File: src/hdl/pitch_pulse_scheduler_macros.svh
// ----------------------------------------------------------------------------
// pitch_pulse_scheduler_macros
// Assertion shorthands for the pitch pulse scheduler.
// ----------------------------------------------------------------------------
`ifndef PITCH_PULSE_SCHEDULER_MACROS_SVH
`define PITCH_PULSE_SCHEDULER_MACROS_SVH

// Same-cycle implication, masked during reset.
`define PPS_ASSERT_NOW(label, clk, rst, ante, cons) \
  label: assert property (@(posedge clk) disable iff (rst) (ante) |-> (cons)) \
    else $error("pitch_pulse_scheduler: same-cycle check failed");

// Next-cycle implication, masked during reset.
`define PPS_ASSERT_NEXT(label, clk, rst, ante, cons) \
  label: assert property (@(posedge clk) disable iff (rst) (ante) |=> (cons)) \
    else $error("pitch_pulse_scheduler: next-cycle check failed");

`endif

File: src/hdl/pps_pkg.sv
// ----------------------------------------------------------------------------
// pps_pkg
// Widths, register indexes and reset values of the pitch pulse scheduler.
// ----------------------------------------------------------------------------
package pps_pkg;

  localparam int INDEX_BITS = 24;   // sample counter width, 16..32
  localparam int OUT_W      = 24;   // position and gap output width
  localparam int F0_W       = 16;
  localparam int SCALE_W    = 24;
  localparam int PHASE_W    = 32;
  localparam int FRAC_W     = 16;
  localparam int PROD_W     = F0_W + SCALE_W;
  localparam int STEP_SHIFT = 8;
  localparam int NUM_W      = PHASE_W + 1;   // 2^32 - cur, up to 2^32
  localparam int ALU_W      = NUM_W + 2;     // shifted remainder plus sign
  localparam int QUO_W      = FRAC_W + 1;
  localparam int DIV_STEPS  = QUO_W;
  localparam int CNT_W      = $clog2(DIV_STEPS);

  localparam int CFG_IDX_W  = 3;
  localparam int CFG_DATA_W = 32;

  // register indexes
  localparam logic [CFG_IDX_W-1:0] REG_F0_FLOOR    = 3'd0;
  localparam logic [CFG_IDX_W-1:0] REG_F0_DEFAULT  = 3'd1;
  localparam logic [CFG_IDX_W-1:0] REG_PHASE_SCALE = 3'd2;
  localparam logic [CFG_IDX_W-1:0] REG_START_PHASE = 3'd3;
  localparam logic [CFG_IDX_W-1:0] REG_START_SHIFT = 3'd4;

  // reset values
  localparam logic [F0_W-1:0]    RST_F0_FLOOR    = 16'd1136;
  localparam logic [F0_W-1:0]    RST_F0_DEFAULT  = 16'd8000;
  localparam logic [SCALE_W-1:0] RST_PHASE_SCALE = 24'd1558282;
  localparam logic [PHASE_W-1:0] RST_START_PHASE = 32'd0;
  localparam logic [FRAC_W-1:0]  RST_START_SHIFT = 16'd0;

endpackage

File: src/hdl/pitch_pulse_scheduler.sv
// ----------------------------------------------------------------------------
// pitch_pulse_scheduler
// F0-driven phase accumulator that times vocoder excitation pulses.
// ----------------------------------------------------------------------------
//
//  channel | direction | handshake            | payload
//  --------+-----------+----------------------+-----------------------------------
//  in      | sink      | in_valid / in_ready  | f0_sample, phrase_start
//  out     | source    | out_valid / out_ready| pulse_position, gap_length,
//          |           |                      | voiced, fraction_shift
//  cfg     | sink      | cfg_valid / cfg_ready| cfg_index, cfg_data
//
//  Steps: a sample with no phase wrap passes through accept, multiply and add.
//  A wrap then forms the fraction operands, runs 17 steps of the restoring
//  divider and writes the result. The single shared adder/subtractor
//  serialises these steps; the divider produces one quotient bit per cycle.
//  Reset is synchronous; the first sample after reset always starts a phrase.
//  A full output register stalls only the write-back cycle of a pulse.
//  cfg_ready is always high.
//
`include "pitch_pulse_scheduler_macros.svh"

module pitch_pulse_scheduler (
  input  logic                            clk,
  input  logic                            rst,
  // sample input
  input  logic                            in_valid,
  output logic                            in_ready,
  input  logic [pps_pkg::F0_W-1:0]        f0_sample,
  input  logic                            phrase_start,
  // pulse events
  output logic                            out_valid,
  input  logic                            out_ready,
  output logic [pps_pkg::OUT_W-1:0]       pulse_position,
  output logic [pps_pkg::OUT_W-1:0]       gap_length,
  output logic                            voiced,
  output logic [pps_pkg::FRAC_W-1:0]      fraction_shift,
  // configuration writes
  input  logic                            cfg_valid,
  output logic                            cfg_ready,
  input  logic [pps_pkg::CFG_IDX_W-1:0]   cfg_index,
  input  logic [pps_pkg::CFG_DATA_W-1:0]  cfg_data
);

  // sequencer states
  localparam logic [2:0] ST_IDLE = 3'd0;  // wait for a sample
  localparam logic [2:0] ST_MUL  = 3'd1;  // step = (f0 * scale) >> 8
  localparam logic [2:0] ST_ADD  = 3'd2;  // phase += step, detect wrap
  localparam logic [2:0] ST_NUM  = 3'd3;  // num = 2^32 - cur
  localparam logic [2:0] ST_DEN  = 3'd4;  // den = num + prev
  localparam logic [2:0] ST_DIV  = 3'd5;  // one quotient bit per cycle
  localparam logic [2:0] ST_EMIT = 3'd6;  // publish previous pulse, store new one

  localparam int IB = pps_pkg::INDEX_BITS;
  localparam int AW = pps_pkg::ALU_W;
  localparam int NW = pps_pkg::NUM_W;
  localparam int PW = pps_pkg::PHASE_W;

  // configuration registers
  logic [pps_pkg::F0_W-1:0]    f0_floor;
  logic [pps_pkg::F0_W-1:0]    f0_default;
  logic [pps_pkg::SCALE_W-1:0] phase_scale;
  logic [PW-1:0]               start_phase;
  logic [pps_pkg::FRAC_W-1:0]  start_shift;

  // control
  logic [2:0]                  state;
  logic                        started;
  logic [pps_pkg::CNT_W-1:0]   cnt;

  // datapath
  logic [pps_pkg::F0_W-1:0]    f0_used;
  logic                        voiced_now;
  logic [PW-1:0]               step;
  logic [PW-1:0]               phase_acc;
  logic [PW-1:0]               prev;
  logic [IB-1:0]               sample_count;
  logic [IB-1:0]               last_pulse;
  logic [pps_pkg::FRAC_W-1:0]  pending_fraction;
  logic                        pending_voiced;
  logic [NW-1:0]               num;
  logic [NW-1:0]               den;
  logic [NW-1:0]               rem;
  logic [pps_pkg::QUO_W-1:0]   quo;

  // shared adder/subtractor
  logic [AW-1:0]               alu_a;
  logic [AW-1:0]               alu_b;
  logic                        alu_sub;
  logic [AW-1:0]               alu_res;

  logic [pps_pkg::PROD_W-1:0]  prod;
  logic                        in_fire;
  logic                        cfg_fire;
  logic                        restart;
  logic                        div_first;
  logic                        div_take;
  logic                        emit_fire;
  logic [pps_pkg::FRAC_W-1:0]  frac_new;

  assign in_ready  = (state == ST_IDLE);
  assign cfg_ready = 1'b1;
  assign in_fire   = in_valid && in_ready;
  assign cfg_fire  = cfg_valid && cfg_ready;
  assign restart   = phrase_start || !started;

  assign prod      = f0_used * phase_scale;
  assign div_first = (cnt == pps_pkg::CNT_W'(pps_pkg::DIV_STEPS - 1));
  assign div_take  = !alu_res[AW-1];
  assign emit_fire = (state == ST_EMIT) && (!out_valid || out_ready);

  // quotient never exceeds 2^16; the top bit saturates
  assign frac_new = quo[pps_pkg::QUO_W-1] ? {pps_pkg::FRAC_W{1'b1}}
                                          : quo[pps_pkg::FRAC_W-1:0];

  // Operand routing for the one adder. In the divider the remainder is
  // shifted left on every step but the first, since the dividend's top part
  // (num) is already aligned with the divisor.
  always_comb begin
    alu_a   = '0;
    alu_b   = '0;
    alu_sub = 1'b0;
    case (state)
      ST_ADD: begin
        alu_a = AW'(phase_acc);
        alu_b = AW'(step);
      end
      ST_NUM: begin
        alu_a   = AW'(64'h1_0000_0000);
        alu_b   = AW'(phase_acc);
        alu_sub = 1'b1;
      end
      ST_DEN: begin
        alu_a = AW'(num);
        alu_b = AW'(prev);
      end
      ST_DIV: begin
        alu_a   = div_first ? AW'(rem) : AW'({rem, 1'b0});
        alu_b   = AW'(den);
        alu_sub = 1'b1;
      end
      ST_EMIT: begin
        alu_a   = AW'(sample_count);
        alu_b   = AW'(last_pulse);
        alu_sub = 1'b1;
      end
      default: begin
        alu_a   = '0;
        alu_b   = '0;
        alu_sub = 1'b0;
      end
    endcase
  end

  assign alu_res = alu_a + (alu_b ^ {AW{alu_sub}}) + AW'(alu_sub);

  // configuration
  always_ff @(posedge clk) begin
    if (rst) begin
      f0_floor    <= pps_pkg::RST_F0_FLOOR;
      f0_default  <= pps_pkg::RST_F0_DEFAULT;
      phase_scale <= pps_pkg::RST_PHASE_SCALE;
      start_phase <= pps_pkg::RST_START_PHASE;
      start_shift <= pps_pkg::RST_START_SHIFT;
    end else if (cfg_fire) begin
      case (cfg_index)
        pps_pkg::REG_F0_FLOOR:    f0_floor    <= cfg_data[pps_pkg::F0_W-1:0];
        pps_pkg::REG_F0_DEFAULT:  f0_default  <= cfg_data[pps_pkg::F0_W-1:0];
        pps_pkg::REG_PHASE_SCALE: phase_scale <= cfg_data[pps_pkg::SCALE_W-1:0];
        pps_pkg::REG_START_PHASE: start_phase <= cfg_data[PW-1:0];
        pps_pkg::REG_START_SHIFT: start_shift <= cfg_data[pps_pkg::FRAC_W-1:0];
        default: ;
      endcase
    end
  end

  // sequencer and control flops
  always_ff @(posedge clk) begin
    if (rst) begin
      state     <= ST_IDLE;
      started   <= 1'b0;
      cnt       <= '0;
      out_valid <= 1'b0;
    end else begin
      if (emit_fire) begin
        out_valid <= 1'b1;
      end else if (out_ready) begin
        out_valid <= 1'b0;
      end
      case (state)
        ST_IDLE: begin
          if (in_fire) begin
            started <= 1'b1;
            state   <= ST_MUL;
          end
        end
        ST_MUL: state <= ST_ADD;
        ST_ADD: state <= alu_res[PW] ? ST_NUM : ST_IDLE;
        ST_NUM: state <= ST_DEN;
        ST_DEN: begin
          cnt   <= pps_pkg::CNT_W'(pps_pkg::DIV_STEPS - 1);
          state <= ST_DIV;
        end
        ST_DIV: begin
          cnt <= cnt - 1'b1;
          if (cnt == '0) begin
            state <= ST_EMIT;
          end
        end
        ST_EMIT: begin
          if (emit_fire) begin
            state <= ST_IDLE;
          end
        end
        default: state <= ST_IDLE;
      endcase
    end
  end

  // datapath
  always_ff @(posedge clk) begin
    case (state)
      ST_IDLE: begin
        if (in_fire) begin
          voiced_now <= (f0_sample >= f0_floor);
          f0_used    <= (f0_sample >= f0_floor) ? f0_sample : f0_default;
          if (restart) begin
            phase_acc        <= start_phase;
            pending_fraction <= start_shift;
            sample_count     <= '0;
            last_pulse       <= '0;
            pending_voiced   <= (f0_sample >= f0_floor);
          end
        end
      end
      ST_MUL: step <= prod[pps_pkg::STEP_SHIFT +: PW];
      ST_ADD: begin
        prev      <= phase_acc;
        phase_acc <= alu_res[PW-1:0];
        if (!alu_res[PW]) begin
          sample_count <= sample_count + 1'b1;
        end
      end
      ST_NUM: num <= alu_res[NW-1:0];
      ST_DEN: begin
        den <= alu_res[NW-1:0];
        rem <= num;
        quo <= '0;
      end
      ST_DIV: begin
        rem <= div_take ? alu_res[NW-1:0] : alu_a[NW-1:0];
        quo <= {quo[pps_pkg::QUO_W-2:0], div_take};
      end
      ST_EMIT: begin
        if (emit_fire) begin
          pulse_position   <= pps_pkg::OUT_W'(last_pulse);
          gap_length       <= pps_pkg::OUT_W'(alu_res[IB-1:0]);
          voiced           <= pending_voiced;
          fraction_shift   <= pending_fraction;
          last_pulse       <= sample_count;
          pending_fraction <= frac_new;
          pending_voiced   <= voiced_now;
          sample_count     <= sample_count + 1'b1;
        end
      end
      default: ;
    endcase
  end

  // divider remainder stays below the divisor on every step
  `PPS_ASSERT_NOW(a_rem_below_den, clk, rst, state == ST_DIV, rem < den)
  // a sample transaction always moves on to the multiply cycle
  `PPS_ASSERT_NEXT(a_accept_to_mul, clk, rst, in_fire, state == ST_MUL && !in_ready)
  // a write-back always leaves an event on the output
  `PPS_ASSERT_NEXT(a_emit_valid, clk, rst, emit_fire, out_valid && state == ST_IDLE)

endmodule
File: config.mk
export PLATFORM = sky130hd
export DESIGN_NAME = pitch_pulse_scheduler
export DESIGN_NICKNAME = d
export VERILOG_FILES = /design/src/hdl/pps_pkg.sv /design/src/hdl/pitch_pulse_scheduler.sv
export VERILOG_INCLUDE_DIRS = /design/src /design/src/hdl
export SDC_FILE = /design/constraint.sdc
export NUM_CORES = 2
export LEC_CHECK = 0
export ABC_AREA = 1
export BUFFER_PORTS_ARGS = -buffer_cell sky130_fd_sc_hd__buf_4
export CORE_MARGIN = 2
export CORE_UTILIZATION = 46
export CTS_BUF_LIST = sky130_fd_sc_hd__clkbuf_16
export CTS_CLUSTER_SIZE = 30
export DETAILED_ROUTE_END_ITERATION = 10
export GPL_ROUTABILITY_DRIVEN = 0
export GPL_TIMING_DRIVEN = 0
export SKIP_CTS_REPAIR_TIMING = 1
export SYNTH_ARGS = -nofsm -noshare
export SYNTH_HDL_FRONTEND = slang
export SYNTH_SLANG_ARGS = --single-unit
File: constraint.sdc
create_clock -name clk -period 15.2 [get_ports clk]
set_input_delay 0.76 -clock clk [delete_from_list [all_inputs] [get_ports clk]]
set_output_delay 0.76 -clock clk [all_outputs]
set_load 0.005 [all_outputs]
### Word-level counts from Yosys, hierarchy flattened

Cells that the tools add are included.
Widths: inputs -> output; s select.

| cells by class | value |
|---|---|
| add/subtract/negate cells | 4 |
| reductions and logical operators | 27 |
| magnitude comparators | 1 |
| $mul | 1 |
| equality and inequality tests | 16 |
| bitwise logic cells | 1 |
| mux-type cells | 35 |

Operators with widths:

| cell | count |
|---|---|
| $pmux 34 s5 | 1 |
| $pmux 33 s5 | 1 |
| $mux 24 | 5 |
| $mux 16 | 5 |
| $pmux 24 s3 | 1 |
| $pmux 33 s2 | 1 |
| $mux 32 | 2 |
| $pmux 32 s2 | 1 |
| $pmux 24 s2 | 1 |
| $mul 16x24->40 | 1 |
| $add 35x1->35 | 1 |
| $add 35x35->35 | 1 |
| $xor 35x35->35 | 1 |
| $mux 34 | 1 |
| $pmux 17 s2 | 1 |
| $mux 33 | 1 |
| $pmux 16 s2 | 1 |
| $add 24x1->24 const B | 1 |
| $pmux 3 s7 | 1 |
| $ge 16x16->1 | 1 |
| $reduce_and 2->1 | 7 |
| $eq 3x2->1 const B | 4 |
| $eq 3x3->1 const B | 4 |
| $pmux 5 s2 | 1 |
| other kinds (20) | 40 |

| word-level totals | value |
|---|---|
| output and inout bits | 68 |
| bits in registers | 473 |

### Logic depth before layout (Yosys ltp)

| logic depth | value |
|---|---|
| depth after elaboration | 8 |
| mapped depth | 26 |
| gate-level depth less buffers | 24 |

### Worst setup path after synthesis

No wires, ideal clock.

| timing path | value |
|---|---|
| path kind | reg-to-reg |
| start | register phase_scale[14] (netlist name) |
| end | register step[25], data pin |
| data arrival time | 5.516 ns |
| slack | 9.425 ns |
| setup time | 0.259 ns |
| data required time | 14.941 ns |
| path buffers | 2 |
| cell stages (with the launch flop) | 27 |
| path through | dfxtp_1 clkbuf_1 clkbuf_1 nand2_1 fa_1 inv_1 fa_1 inv_1 fa_1 inv_1 fa_1 fa_1 inv_1 fa_1 inv_1 ha_1 nand2_1 nor2_1 inv_1 nor2_1 inv_1 nor4_1 a21oi_1 o21ai_0 nand2_1 nand2_1 xor2_1 |

| between the ends | value |
|---|---|
| longest elaborated chain between the ends | 1 |

RTL lines:

| element | RTL line | RTL |
|---|---|---|
| from (decl) | pitch_pulse_scheduler.sv:62 | `logic [pps_pkg::SCALE_W-1:0] phase_scale;` |
| from (signal assigned) | pitch_pulse_scheduler.sv:162 | `phase_scale <= pps_pkg::RST_PHASE_SCALE;` |
| from (signal assigned) | pitch_pulse_scheduler.sv:169 | `pps_pkg::REG_PHASE_SCALE: phase_scale <= cfg_data[pps_pkg::SCALE_W-1:0];` |
| $mul 16x24->40 | pitch_pulse_scheduler.sv:107 | `assign prod = f0_used * phase_scale;` |
| named net prod, one bit | pitch_pulse_scheduler.sv:92 | `logic [pps_pkg::PROD_W-1:0] prod;` |
| to (signal assigned) | pitch_pulse_scheduler.sv:236 | `ST_MUL: step <= prod[pps_pkg::STEP_SHIFT +: PW];` |
| to (decl) | pitch_pulse_scheduler.sv:74 | `logic [PW-1:0] step;` |

The timed path passes the listed nets, and every way through them passes these cells.
A chain may end at the register's enable or synchronous reset.

### Worst setup path after layout

| timing path | value |
|---|---|
| start | register phase_scale[8] (netlist name) |
| end | register step[26], data pin |

The elaborated chain is that of the path after synthesis.

==> flow_summary.html <==
<table>
<tr><th>Metric</th><th>Value</th></tr>
<tr><th colspan="2">Outcome</th></tr>
<tr><td>Run status</td><td>finished clean</td></tr>
<tr><th colspan="2">Die</th></tr>
<tr><td>Core area</td><td>0.0742 sq mm</td></tr>
<tr><td>Vertical die dimension</td><td>278 microns</td></tr>
<tr><td>Chip Width</td><td>278 microns</td></tr>
<tr><td>Effective utilization at floorplan</td><td>46.4%</td></tr>
<tr><td>Die area</td><td>0.0770 sq mm</td></tr>
<tr><td>Boundary pin count</td><td>125</td></tr>
<tr><td>Number of rows created at floorplan</td><td>100</td></tr>
<tr><th colspan="2">Drt</th></tr>
<tr><td>Total routed wirelength</td><td>108 mm</td></tr>
<tr><td>Number of detailed-routing iterations run before antenna repair</td><td>7</td></tr>
<tr><td>Drt wl/cell</td><td>21.1 microns</td></tr>
<tr><td>Drt first-iter violations</td><td>2,359</td></tr>
<tr><td>Detail Route Antenna Nets</td><td>0</td></tr>
<tr><td>DRC violation count after routing</td><td>0</td></tr>
<tr><td>Post-DR vias/cell</td><td>5.39</td></tr>
<tr><td>Vias after detailed routing</td><td>27,600</td></tr>
<tr><th colspan="2">STA</th></tr>
<tr><td>Final slew viol count</td><td>0</td></tr>
<tr><td>Unrepaired setup endpoints after global routing</td><td>no</td></tr>
<tr><td>Relative slew margins</td><td>35.6%</td></tr>
<tr><td>Shortest period the worst path allows</td><td>7.21 ns</td></tr>
<tr><td>Setup violations, final</td><td>0</td></tr>
<tr><td>Worst clock skew</td><td>0.0368 ns</td></tr>
<tr><td>Post-route setup TNS</td><td>0 ns</td></tr>
<tr><td>Upper clock frequency limit</td><td>139 MHz</td></tr>
<tr><td>Period utilization</td><td>47.4%</td></tr>
<tr><td>Worst-margin pin slew</td><td>0.965 ns</td></tr>
<tr><td>Number of hold violations in the final report</td><td>0</td></tr>
<tr><th colspan="2">Run</th></tr>
<tr><td>Max-capacitance violation count</td><td>0</td></tr>
<tr><th colspan="2">Synthesis</th></tr>
<tr><td>Main synth FF type</td><td>edfxtp_1</td></tr>
<tr><td>Synthesized area</td><td>0.0344 sq mm</td></tr>
<tr><td>Mean instance size in the synthesized netlist</td><td>8.74 sq um</td></tr>
<tr><td>Number of library cell types mapped by synthesis</td><td>57</td></tr>
<tr><td>Cells taking the most area after synthesis</td><td>edfxtp_1 31%, fa_1 18%, nand2_1 9.9%</td></tr>
<tr><td>Area leader, netlist</td><td>edfxtp_1</td></tr>
<tr><td>Synth Net Count</td><td>4,461</td></tr>
<tr><td>Post-synthesis sequential element count</td><td>473</td></tr>
<tr><td>Synthesized instance count</td><td>3,938</td></tr>
<tr><td>Share of flip-flops with an asynchronous set or reset</td><td>0%</td></tr>
<tr><td>Sequential fraction of the synthesis area</td><td>38.0%</td></tr>
<tr><td>Syn. warnings</td><td>0</td></tr>
<tr><td>Number of synthesized flops with an enable pin</td><td>359</td></tr>
<tr><td>Area share of the largest cell type after synthesis</td><td>31.3%</td></tr>
<tr><th colspan="2">Global routing</th></tr>
<tr><td>Initial antenna violation count</td><td>1</td></tr>
<tr><td>First-pass GRT wire length</td><td>165 mm</td></tr>
<tr><td>Maximum number of pins on one net before global-route repair</td><td>42</td></tr>
<tr><td>Remaining global-route overflow</td><td>0</td></tr>
<tr><td>Vias in the first global route</td><td>27,500</td></tr>
<tr><td>Overall track demand over capacity in global routing</td><td>28.2%</td></tr>
<tr><th colspan="2">Clock network</th></tr>
<tr><td>Clock buffers created by TritonCTS</td><td>49</td></tr>
<tr><td>CTS tree</td><td>built</td></tr>
<tr><td>Deepest clock path buffer count</td><td>3</td></tr>
<tr><td>Clock latency reported for the late side of the worst-skew pair</td><td>0.60 ns</td></tr>
<tr><td>Clock tree root driver cell</td><td>clkbuf_16</td></tr>
<tr><td>Clock input transition at the sequential cells of the worst setup and hold paths</td><td>0.06 ns</td></tr>
<tr><td>Count of clock tree sinks</td><td>473</td></tr>
<tr><td>H-tree Lvls</td><td>2</td></tr>
<tr><th colspan="2">Final layout</th></tr>
<tr><td>Final cell utilization of the core</td><td>51.6%</td></tr>
<tr><td>Fraction of final layout cells sized beyond drive strength 1</td><td>6.37%</td></tr>
<tr><td>Number of non-filler instances in the completed layout</td><td>5,128</td></tr>
<tr><td>Post-layout nets</td><td>4,642</td></tr>
<tr><td>Layout filler cell count</td><td>7,105</td></tr>
<tr><td>Synthesis-to-layout area growth</td><td>11.2%</td></tr>
<tr><th colspan="2">Critical path</th></tr>
<tr><td>Arrival @ worst endpoint</td><td>7.52 ns</td></tr>
<tr><td>Cell family contributing the most delay on the critical path</td><td>adder cells</td></tr>
<tr><td>CP most frequent cell</td><td>fa_1</td></tr>
<tr><td>Worst reg-to-reg path cell count</td><td>21</td></tr>
<tr><td>Critical path, cell by cell</td><td>clkbuf_1, clkbuf_1, nand2_1, fa_1, inv_1, fa_1, fa_1, fa_1, fa_1, inv_1, fa_1, inv_1, ha_1, a21oi_1, inv_1, a21oi_1, o211ai_1, a21oi_1, o21ai_0, a21oi_1, xnor2_1</td></tr>
<tr><td>Bufs and invs on worst path</td><td>6</td></tr>
<tr><td>Start-to-end type of the worst setup path</td><td>reg -&gt; reg</td></tr>
<tr><td>CP max stage cell</td><td>clkbuf_1</td></tr>
<tr><td>Critical-path maximum fanout</td><td>10</td></tr>
<tr><td>Startpoint kind of the worst setup timing path</td><td>flip-flop</td></tr>
<tr><td>Delay contributed by the slowest stage of the critical path</td><td>0.66 ns</td></tr>
<tr><td>CP required</td><td>15.51 ns</td></tr>
<tr><td>CP Depth</td><td>21</td></tr>
<tr><td>Critical path endpoint category</td><td>flip-flop</td></tr>
<tr><th colspan="2">Hold path</th></tr>
<tr><td>Kind of path behind the tightest hold check</td><td>reg -&gt; reg</td></tr>
<tr><td>Number of cells on the worst hold path</td><td>0</td></tr>
<tr><th colspan="2">Place</th></tr>
<tr><td>Detailed placement HPWL</td><td>86.7 mm</td></tr>
<tr><td>Cell count after placement</td><td>5,037</td></tr>
<tr><td>Port buffer count</td><td>122</td></tr>
</table>
synth_stat cells (all sizes together) (2+ instances only):
cell type  instances
a221oi             4
or2                2
nand4             15
o221ai            17
fa               306
a21oi            198
ha               160
xor2              43
nor4               6
a41o              20
edfxtp           359
a31oi             19
nand3             61
a22o              12
o21a               6
nor2             289
clkbuf           148
a21boi             5
a21o              10
nand2            918
o211ai            29
nand3b             2
and3               4
nor3b              4
o22ai             15
a211oi             4
o2111ai            2
o21ai            281
o311ai             3
o21bai            12
and2               4
nor3              38
dfxtp            114
buf               29
xnor2             20
inv              774
area by class of cell:
type | count | area [sq um] | area share, %
multi-input cells | 2514 | 17800 | 46.5
flip-flops and latches | 473 | 13100 | 34.1
inverters | 774 | 2910 | 7.60
clock buffers | 51 | 1280 | 3.34
well taps | 969 | 1210 | 3.17
repair buffers | 130 | 1080 | 2.82
plain buffers | 177 | 701 | 1.83
clock inverters | 39 | 231 | 0.605
diodes | 1 | 2.50 | 0.00654
placed cells by master (no fill, tap or decap), drive strengths merged, types with 5 or more instances in the layout:
| cell | count |
|---|---|
| nand2 | 918 |
| inv | 790 |
| edfxtp | 359 |
| fa | 306 |
| nor2 | 289 |
| o21ai | 281 |
| clkbuf | 199 |
| a21oi | 198 |
| ha | 160 |
| buf | 159 |
| dfxtp | 114 |
| nand3 | 61 |
| xor2 | 43 |
| nor3 | 38 |
| o211ai | 29 |
| a41o | 20 |
| xnor2 | 20 |
| clkinv | 20 |
| a31oi | 19 |
| o221ai | 17 |
| nand4 | 15 |
| o22ai | 15 |
| a22o | 12 |
| o21bai | 12 |
| a21o | 10 |
| nor4 | 6 |
| o21a | 6 |
| a21boi | 5 |
worst paths after layout:
kind / startpoint / end / slack (ns)
max: phase_scale[8] / step[26] / 7.99
min: pending_fraction[10] / fraction_shift[10] / 0.42
max reg2reg: phase_scale[8] / step[26] / 7.99
min reg2reg: pending_fraction[10] / fraction_shift[10] / 0.42
stage by stage:
step                      worst slack [ns]  hold slack [ns]  area [sq um]
after global routing                  7.66            0.419         38300
after CTS                             8.06            0.410         38300
after global placement                8.09            0.400         36500
after detailed placement              8.06            0.405         36700
final                                 7.99            0.417         38300
after floorplan                       9.43            0.400         34400
logic make-up (layout without fill, tap and decap cells):
logic type | Yosys count | after routing | share of synthesized area [%]
buf+inv | 951 | 1171 | 10.5
fa+ha+maj | 466 | 466 | 23.6
xor+xnor | 63 | 63 | 1.67
other cells | 1 | 2 | 0.0109
flops | 473 | 473 | 38.0
compound gates | 640 | 640 | 10.7
simple gates | 1344 | 1344 | 15.6
state kept, by name, indices dropped and copies added, names as in the netlist, 24 cells and up:
name	flops
gap_length	24
rem	33
prev	32
pulse_position	24
step	32
start_phase	32
last_pulse	24
sample_count	24
phase_acc	32
num	33
den	33
phase_scale	24
worst reg2reg max path, delay by kind of cell, from the launching register on:
kind	cells	cell delay [ns]
AND/OR/NAND/NOR	1	0.19
buffers and inverters	6	1.52
AO/OA/AOI/OAI	6	1.39
adder cells (fa/ha/maj)	7	3.46
XOR/XNOR	1	0.10
flip-flops	1	0.31
metal layers:
layer	GRT usage [%]	part of all wire, %	up-vias
met5	0	0	-
met4	12.9	5.2	0
met3	3.23	6.9	278
met2	47.3	47	1159
met1	36.8	41	13400
li1	-	-	12800
Power is left out: the tool's default activity adds up to more than one toggle a clock period on the data nets, which glitch-free logic cannot reach.
